==> config.mk <==
export PLATFORM = sky130hd
export DESIGN_NAME = block_buffer_cache_manager
export DESIGN_NICKNAME = d
export VERILOG_FILES = /design/src/rtl/bbcm_pkg.sv /design/src/rtl/bbcm_ram.sv /design/src/rtl/block_buffer_cache_manager.sv
export SDC_FILE = /design/constraint.sdc
export NUM_CORES = 1
export LEC_CHECK = 0
export BUFFER_PORTS_ARGS = -buffer_cell sky130_fd_sc_hd__buf_2
export CAP_MARGIN = 40
export CORE_UTILIZATION = 49
export CTS_BUF_LIST = sky130_fd_sc_hd__clkbuf_8
export CTS_CLUSTER_DIAMETER = 200
export DETAILED_ROUTE_END_ITERATION = 6
export SLEW_MARGIN = 20
export SYNTH_ARGS = -nofsm -noshare
export SYNTH_HDL_FRONTEND = slang
export SYNTH_HIERARCHICAL = 1
export SYNTH_SLANG_ARGS = --single-unit
==> constraint.sdc <==
create_clock -name clk_i -period 8.65 [get_ports clk_i]
set_clock_uncertainty 0.15 [all_clocks]
set_input_delay 1.73 -clock clk_i [delete_from_list [all_inputs] [get_ports clk_i]]
set_output_delay 1.73 -clock clk_i [all_outputs]
set_load 0.01 [all_outputs]
==> src/rtl/bbcm_pkg.sv <==
// shared types and codes for the block buffer cache manager
// no dependencies
package bbcm_pkg;

  typedef enum logic [1:0] {
    OP_GET     = 2'd0,
    OP_MARK_WR = 2'd1,
    OP_RELEASE = 2'd2,
    OP_IO_DONE = 2'd3
  } opcode_e;

  typedef enum logic [1:0] {
    ST_OK       = 2'd0,
    ST_BUSY     = 2'd1,
    ST_NO_BUF   = 2'd2,
    ST_NOT_HELD = 2'd3
  } status_e;

  localparam logic [7:0] NO_DEVICE = 8'hFF;
  localparam int unsigned TAG_W = 40;

endpackage

==> src/rtl/bbcm_ram.sv <==
// generic single write, single read ram with registered read data
// no dependencies
module bbcm_ram #(
  parameter int unsigned Width = 8,
  parameter int unsigned Depth = 16
) (
  input  logic                     clk_i,
  input  logic                     we_i,
  input  logic [$clog2(Depth)-1:0] waddr_i,
  input  logic [Width-1:0]         wdata_i,
  input  logic [$clog2(Depth)-1:0] raddr_i,
  output logic [Width-1:0]         rdata_o
);
  logic [Width-1:0] mem [Depth];

  always_ff @(posedge clk_i) begin
    if (we_i) begin
      mem[waddr_i] <= wdata_i;
    end
    rdata_o <= mem[raddr_i];
  end
endmodule

==> src/rtl/block_buffer_cache_manager.sv <==
// block buffer cache manager: tags and recency ranks in two rams, marks in flops
// depends on bbcm_pkg and bbcm_ram
// mark write and io done answer straight from idle; get scans the tag and rank rams;
// release reads the slot's rank, then sweeps the rank ram read-modify-write. one item at a time,
// next item taken once the result has been delivered. reset is asynchronous, active low:
// all marks cleared, never-written ram entries read as reset tag and initial rank.
module block_buffer_cache_manager #(
  parameter int unsigned SLOT_COUNT = 16
) (
  input  logic                         clk_i,
  input  logic                         rst_ni,
  input  logic                         in_valid_i,
  output logic                         in_stall_o,
  input  logic [1:0]                   opcode_i,
  input  logic [7:0]                   device_i,
  input  logic [31:0]                  block_number_i,
  input  logic [3:0]                   slot_i,
  output logic                         out_valid_o,
  input  logic                         out_stall_i,
  output logic [1:0]                   status_o,
  output logic [3:0]                   slot_out_o,
  output logic                         need_read_o,
  output logic                         need_write_o
);
  import bbcm_pkg::*;

  localparam int unsigned IW = $clog2(SLOT_COUNT);
  localparam int unsigned CW = IW + 1;

  typedef enum logic [2:0] {
    S_IDLE, S_SCAN, S_REL_RD, S_REL_OLD, S_SWEEP
  } state_e;

  state_e state_q, state_d;

  // per-slot marks and ram-written flags
  logic [SLOT_COUNT-1:0] busy_q, busy_d, valid_q, valid_d, dirty_q, dirty_d;
  logic [SLOT_COUNT-1:0] tw_q, tw_d, rw_q, rw_d;

  // request registers
  logic [7:0]    dev_q, dev_d;
  logic [31:0]   blk_q, blk_d;
  logic [IW-1:0] s_q, s_d;

  // scan pipeline
  logic [CW-1:0] cnt_q, cnt_d;
  logic          p_valid_q, p_valid_d;
  logic [IW-1:0] p_idx_q, p_idx_d;

  // scan results
  logic          hit_q, hit_d, vic_q, vic_d;
  logic [IW-1:0] hit_idx_q, hit_idx_d, vic_idx_q, vic_idx_d;
  logic [IW-1:0] hit_rank_q, hit_rank_d, vic_rank_q, vic_rank_d, old_q, old_d;

  // output register
  logic       out_valid_q, out_valid_d;
  logic [1:0] status_q, status_d;
  logic [3:0] slot_out_q, slot_out_d;
  logic       nr_q, nr_d, nw_q, nw_d;

  // ram ports
  logic              tag_we, rank_we;
  logic [IW-1:0]     tag_waddr, rank_waddr, raddr;
  logic [TAG_W-1:0]  tag_wdata, tag_rdata, tag_rd;
  logic [IW-1:0]     rank_wdata, rank_rdata, rank_rd;

  logic          accept, in_range;
  logic [IW-1:0] sidx;

  bbcm_ram #(.Width(TAG_W), .Depth(SLOT_COUNT)) u_tag_ram (
    .clk_i, .we_i(tag_we), .waddr_i(tag_waddr), .wdata_i(tag_wdata),
    .raddr_i(raddr), .rdata_o(tag_rdata)
  );

  bbcm_ram #(.Width(IW), .Depth(SLOT_COUNT)) u_rank_ram (
    .clk_i, .we_i(rank_we), .waddr_i(rank_waddr), .wdata_i(rank_wdata),
    .raddr_i(raddr), .rdata_o(rank_rdata)
  );

  assign in_stall_o   = (state_q != S_IDLE) || out_valid_q;
  assign accept       = in_valid_i && !in_stall_o;
  assign in_range     = (32'(slot_i) < SLOT_COUNT);
  assign sidx         = IW'(32'(slot_i));
  assign out_valid_o  = out_valid_q;
  assign status_o     = status_q;
  assign slot_out_o   = slot_out_q;
  assign need_read_o  = nr_q;
  assign need_write_o = nw_q;

  // entries never written read as their reset value
  assign tag_rd  = tw_q[p_idx_q] ? tag_rdata : {NO_DEVICE, 32'd0};
  assign rank_rd = rw_q[p_idx_q] ? rank_rdata : (IW'(SLOT_COUNT - 1) - p_idx_q);

  always_comb begin
    state_d = state_q;
    busy_d = busy_q; valid_d = valid_q; dirty_d = dirty_q;
    tw_d = tw_q; rw_d = rw_q;
    dev_d = dev_q; blk_d = blk_q; s_d = s_q;
    cnt_d = cnt_q; p_valid_d = 1'b0; p_idx_d = p_idx_q;
    hit_d = hit_q; vic_d = vic_q; hit_idx_d = hit_idx_q; vic_idx_d = vic_idx_q;
    hit_rank_d = hit_rank_q; vic_rank_d = vic_rank_q; old_d = old_q;
    out_valid_d = out_valid_q && out_stall_i;
    status_d = status_q; slot_out_d = slot_out_q; nr_d = nr_q; nw_d = nw_q;
    tag_we = 1'b0; tag_waddr = vic_idx_q; tag_wdata = {dev_q, blk_q};
    rank_we = 1'b0; rank_waddr = p_idx_q; rank_wdata = '0;
    raddr = cnt_q[IW-1:0];

    case (state_q)
      S_IDLE: begin
        if (accept) begin
          dev_d = device_i; blk_d = block_number_i; s_d = sidx;
          status_d = ST_OK; slot_out_d = slot_i; nr_d = 1'b0; nw_d = 1'b0;
          if (opcode_i == OP_GET) begin
            cnt_d = '0; hit_d = 1'b0; vic_d = 1'b0;
            state_d = S_SCAN;
          end else if (!in_range || !busy_q[sidx]) begin
            status_d = ST_NOT_HELD; out_valid_d = 1'b1;
          end else begin
            case (opcode_e'(opcode_i))
              OP_MARK_WR: begin
                dirty_d[sidx] = 1'b1; nw_d = 1'b1; out_valid_d = 1'b1;
              end
              OP_IO_DONE: begin
                valid_d[sidx] = 1'b1; dirty_d[sidx] = 1'b0; out_valid_d = 1'b1;
              end
              default: begin
                busy_d[sidx] = 1'b0;
                raddr = sidx; p_idx_d = sidx;
                state_d = S_REL_RD;
              end
            endcase
          end
        end
      end
      S_SCAN: begin
        if (cnt_q < CW'(SLOT_COUNT)) begin
          raddr = cnt_q[IW-1:0];
          p_valid_d = 1'b1; p_idx_d = cnt_q[IW-1:0]; cnt_d = cnt_q + 1'b1;
        end
        if (p_valid_q) begin
          if (tag_rd == {dev_q, blk_q} && (!hit_q || rank_rd > hit_rank_q)) begin
            hit_d = 1'b1; hit_idx_d = p_idx_q; hit_rank_d = rank_rd;
          end
          if (!busy_q[p_idx_q] && !dirty_q[p_idx_q] && (!vic_q || rank_rd > vic_rank_q)) begin
            vic_d = 1'b1; vic_idx_d = p_idx_q; vic_rank_d = rank_rd;
          end
        end else if (cnt_q == CW'(SLOT_COUNT)) begin
          // scan done: decide
          out_valid_d = 1'b1; state_d = S_IDLE;
          if (hit_q) begin
            slot_out_d = 4'(32'(hit_idx_q));
            if (busy_q[hit_idx_q]) begin
              status_d = ST_BUSY;
            end else begin
              busy_d[hit_idx_q] = 1'b1; nr_d = !valid_q[hit_idx_q];
            end
          end else if (vic_q) begin
            tag_we = 1'b1; tw_d[vic_idx_q] = 1'b1;
            busy_d[vic_idx_q] = 1'b1; valid_d[vic_idx_q] = 1'b0;
            dirty_d[vic_idx_q] = 1'b0;
            slot_out_d = 4'(32'(vic_idx_q)); nr_d = 1'b1;
          end else begin
            status_d = ST_NO_BUF; slot_out_d = 4'd0;
          end
        end
      end
      S_REL_RD: begin
        // keep the released slot's rank on the read port
        raddr = s_q;
        state_d = S_REL_OLD;
      end
      S_REL_OLD: begin
        old_d = rank_rd; cnt_d = '0; state_d = S_SWEEP;
      end
      S_SWEEP: begin
        if (cnt_q < CW'(SLOT_COUNT)) begin
          raddr = cnt_q[IW-1:0];
          p_valid_d = 1'b1; p_idx_d = cnt_q[IW-1:0]; cnt_d = cnt_q + 1'b1;
        end
        if (p_valid_q) begin
          rank_we = 1'b1; rw_d[p_idx_q] = 1'b1;
          if (p_idx_q == s_q) rank_wdata = '0;
          else if (rank_rd < old_q) rank_wdata = rank_rd + 1'b1;
          else rank_wdata = rank_rd;
        end else if (cnt_q == CW'(SLOT_COUNT)) begin
          out_valid_d = 1'b1; state_d = S_IDLE;
        end
      end
      default: state_d = S_IDLE;
    endcase
  end

  always_ff @(posedge clk_i or negedge rst_ni) begin
    if (!rst_ni) begin
      state_q <= S_IDLE;
      busy_q <= '0; valid_q <= '0; dirty_q <= '0; tw_q <= '0; rw_q <= '0;
      p_valid_q <= 1'b0; out_valid_q <= 1'b0;
      cnt_q <= '0; hit_q <= 1'b0; vic_q <= 1'b0;
    end else begin
      state_q <= state_d;
      busy_q <= busy_d; valid_q <= valid_d; dirty_q <= dirty_d;
      tw_q <= tw_d; rw_q <= rw_d;
      p_valid_q <= p_valid_d; out_valid_q <= out_valid_d;
      cnt_q <= cnt_d; hit_q <= hit_d; vic_q <= vic_d;
    end
  end

  always_ff @(posedge clk_i) begin
    dev_q <= dev_d; blk_q <= blk_d; s_q <= s_d; p_idx_q <= p_idx_d;
    hit_idx_q <= hit_idx_d; vic_idx_q <= vic_idx_d;
    hit_rank_q <= hit_rank_d; vic_rank_q <= vic_rank_d; old_q <= old_d;
    status_q <= status_d; slot_out_q <= slot_out_d; nr_q <= nr_d; nw_q <= nw_d;
  end

  a_rank_wr_sweep: assert property (@(posedge clk_i) disable iff (!rst_ni)
    rank_we |-> state_q == S_SWEEP) else $error("rank write outside sweep");
  a_tag_wr_scan: assert property (@(posedge clk_i) disable iff (!rst_ni)
    tag_we |-> (state_q == S_SCAN && !hit_q && vic_q)) else $error("bad tag write");
  a_busy_take: assert property (@(posedge clk_i) disable iff (!rst_ni)
    (state_q == S_IDLE && !out_valid_q) |-> !in_stall_o) else $error("idle but stalled");
  a_pipe_scan: assert property (@(posedge clk_i) disable iff (!rst_ni)
    p_valid_q |-> (state_q == S_SCAN || state_q == S_SWEEP)) else $error("stray pipe");
endmodule
==> impl_metrics.tcl <==
set metrics [dict create \
    ys_seq_elements 916 \
    syn_nets 2149 \
    initial_core_util_pct 49.59 \
    setup_viol 0 \
    placed_area_um2 38570 \
    number_of_enable_flip_flop_cells_after_synthesis 780 \
    report.final.hold_viol_count 0 \
    post-route-period-util_pct 66.38 \
    synth.top_cell.area_share_pct 63.34 \
    worst_setup_hold_path_clk_slew_ps 60 \
    detail-route-antenna-nets 0 \
    critical_path_required_ps 8950 \
    cts_tree "yes" \
    antenna_found_initial 1 \
    insertion_delay_ps 830 \
    post-synth-top-count-cell "edfxtp_1" \
    grt_first_pass_wirelength_um 133300 \
    die_area_um2 76570 \
    netlist-cell-type-count 73 \
    slew_violations 0 \
    via_per_inst 6.100 \
    holdBufCountCts 0 \
    drive_gt1_share_pct 20.70 \
    cpPeakStageDelay_ps 600 \
    avgSynthCellArea_um2 17.74 \
    worst-endpoint-arrival_ps 6040 \
    dpl.hpwl_um 48410 \
    synthArstFlopShare_pct 10.04 \
    finalSetupTns_ps 0 \
    cts.htree.levels 4 \
    timing_worst_setup_path_type "register to register" \
    numCtsBuffers 150 \
    detail_route.drc_violations 0 \
    clk_path_buf_depth 3 \
    syn_inst 2085 \
    fmax_mhz 174.2 \
    vdd_drop_max_mv 0.2144 \
    power_mw 13.42 \
    finish.net_count 2312 \
    core_region_area_um2 74570 \
    number_of_top_level_design_ports 60 \
    maxSlewHeadroom_pct 39.93 \
    leakage_nw 14.29 \
    gr-usage-all-layers_pct 23.65 \
    cts-root-buf "clkbuf_8" \
    power-per-cell-area_nw_per_um2 321.7 \
    drt-initial-drc-count 1740 \
    tritoncts_num_sinks 916 \
    areaGrowthSynthToFinish_pct 12.83 \
    startpoint_type "register" \
    critPathSlowestCell "mux4_1" \
    synth.cells.most_frequent "edfxtp_1 (780), mux4_2 (120), nand2_1 (116), nor2_1 (109), dfrtp_1 (92)" \
    postCtsResizedCells 0 \
    route.detailed.wl_per_inst_um 26.65 \
    cts_setup_buffers 0 \
    synth-seq-area-share_pct 71.95 \
    timing.critical_path.to_type "register" \
    grt_max_degree 87 \
    timing.final.crit_period_ps 5742 \
    setup_repair_after_global_routing_missed_its_margin "false" \
    port_buffers 59 \
    route.vias.total 20387 \
    critical_path.max_fanout 18 \
    hold_path_class "register to register" \
    grt_remaining_overflow 0 \
    synth.largest_area_cell "edfxtp_1" \
    synth-main-ff-cell "edfxtp_1" \
    drt_pre_antenna_iters 6 \
    final_wirelength_um 89070 \
    run_status "finished, final reports clean" \
    die-width_um 276.7 \
    area_of_all_placed_cells_without_fillers_um2 41720 \
    fp.dieH_um 276.7 \
    core.rowCount 100 \
    finalWeightedCongestion 0.8629 \
    drv_cap 0 \
    grt_pass1_vias 21208 \
    yosysWarnings 6 \
    post_synth_instance_area_um2 36980 \
    synth.area.top_cells "edfxtp_1 (63%), mux4_2 (7.3%), dfrtp_1 (6.2%)" \
    timing_worst_slew_pin_value_ps 901.1 \
    cp_cell_sequence "buf_8 > mux4_1 > mux4_2 > o21ai_1 > ha_1 > nor2b_1 > o21a_1 > o21ai_0 > a31oi_1 > o2111ai_1 > a2111o_1 > nor4b_1 > clkdlybuf4s15_2 > and3_1" \
]
logic make-up after synthesis:
family | after synthesis | synth area share (%)
and+or+nand+nor | 361 | 4.429
muxes | 216 | 13.30
buffers and inverters | 153 | 2.199
adders and majority gates | 14 | 0.4737
xor gates and xnor gates | 21 | 0.4974
AOI/OAI and AO/OA | 404 | 7.149
DFF | 916 | 71.95
metrics by stage:
| step | setup WS (ps) | std cells | hold slack, ps | utilization, % |
|---|---|---|---|---|
| after floorplan | 3244 | 2085 | 281.8 | - |
| after global placement | 2088 | 3047 | 296.0 | 51.50 |
| after detailed placement | 1980 | 3059 | 303.4 | 51.72 |
| after CTS | 2514 | 3335 | 320.9 | 55.78 |
| after global routing | 2660 | 3342 | 331.7 | 55.95 |
| final | 2908 | 3342 | 316.3 | 55.95 |
per-layer routing:
metal / global-route usage (%) / part of all wire (%) / up-vias
met2: 38.66 / 49 / 734
met4: 8.561 / 2.2 / 0
li1: - / - / 8841
met1: 32.11 / 43 / 10651
met3: 4.117 / 5.7 / 161
met5: 0 / 0 / -
area by class of cell:
class / count / area, um2
clock inverters: 106 / 689.4
repair buffers: 125 / 1010
fillers: 5803 / 32850
inverters: 39 / 146.4
well taps: 969 / 1212
clock buffers: 170 / 2340
multi-input cells: 1016 / 9717
flip-flops and latches: 916 / 26610
diodes: 1 / 2.502
placed cells by master (no fill, tap or decap), types with 14 or more instances in the layout:
cell type | netlist | layout
clkinv_2 | 0 | 14
buf_2 | 17 | 59
dfxtp_1 | 44 | 44
a22oi_1 | 90 | 90
clkbuf_8 | 0 | 170
nand2_1 | 116 | 116
o21ai_1 | 41 | 41
ha_1 | 14 | 14
nand3_1 | 37 | 37
edfxtp_1 | 780 | 780
dfrtp_1 | 92 | 92
a21oi_1 | 51 | 49
buf_4 | 0 | 50
a31oi_1 | 42 | 42
mux4_1 | 76 | 76
nor3_1 | 27 | 23
nor2b_1 | 26 | 24
nor2_1 | 109 | 96
o21bai_1 | 28 | 28
mux4_2 | 120 | 120
clkinv_1 | 1 | 25
o21ai_0 | 76 | 76
inv_1 | 37 | 84
flip-flops by register name, indices dropped and copies added (netlist names), 5 cells and up, named ones only:
name	flops
blk_q	32
busy_q	16
cnt_q	5
dev_q	8
rw_q	16
tw_q	16
u_rank_ram/mem	64
u_tag_ram/mem	640
u_tag_ram/rdata_o	40
valid_q	16
worst paths after layout:
path                       cells past startpoint        from  slack, ps      endpoint
min reg2reg                                    1     rw_q[4]        320       rw_q[4]
max in group asynchronous                      3      rst_ni       6750      rw_q[13]
min                                            1     rw_q[4]        320       rw_q[4]
max                                           14  p_idx_q[0]       2910  hit_idx_q[1]
min in group asynchronous                      1      rst_ni        670    valid_q[6]
max reg2reg                                   14  p_idx_q[0]       2910  hit_idx_q[1]
critical path, delay by kind of cell, from the launching register on:
kind | cells | cell delay [ps]
flops | 1 | 360
simple gates | 3 | 1010
compound gates | 6 | 1920
mux | 2 | 1190
buf+inv | 2 | 510
fa+ha+maj | 1 | 230
power breakdown:
part	leakage (nW)	internal, mW	switching (mW)	total, mW
registers	8.66	5.38	0.444	5.83
clock network	1.72	2.00	1.75	3.75
logic	3.90	1.65	2.19	3.84
total	14.3	9.04	4.39	13.4
No activity file was read; power rests on OpenSTA's default activity.
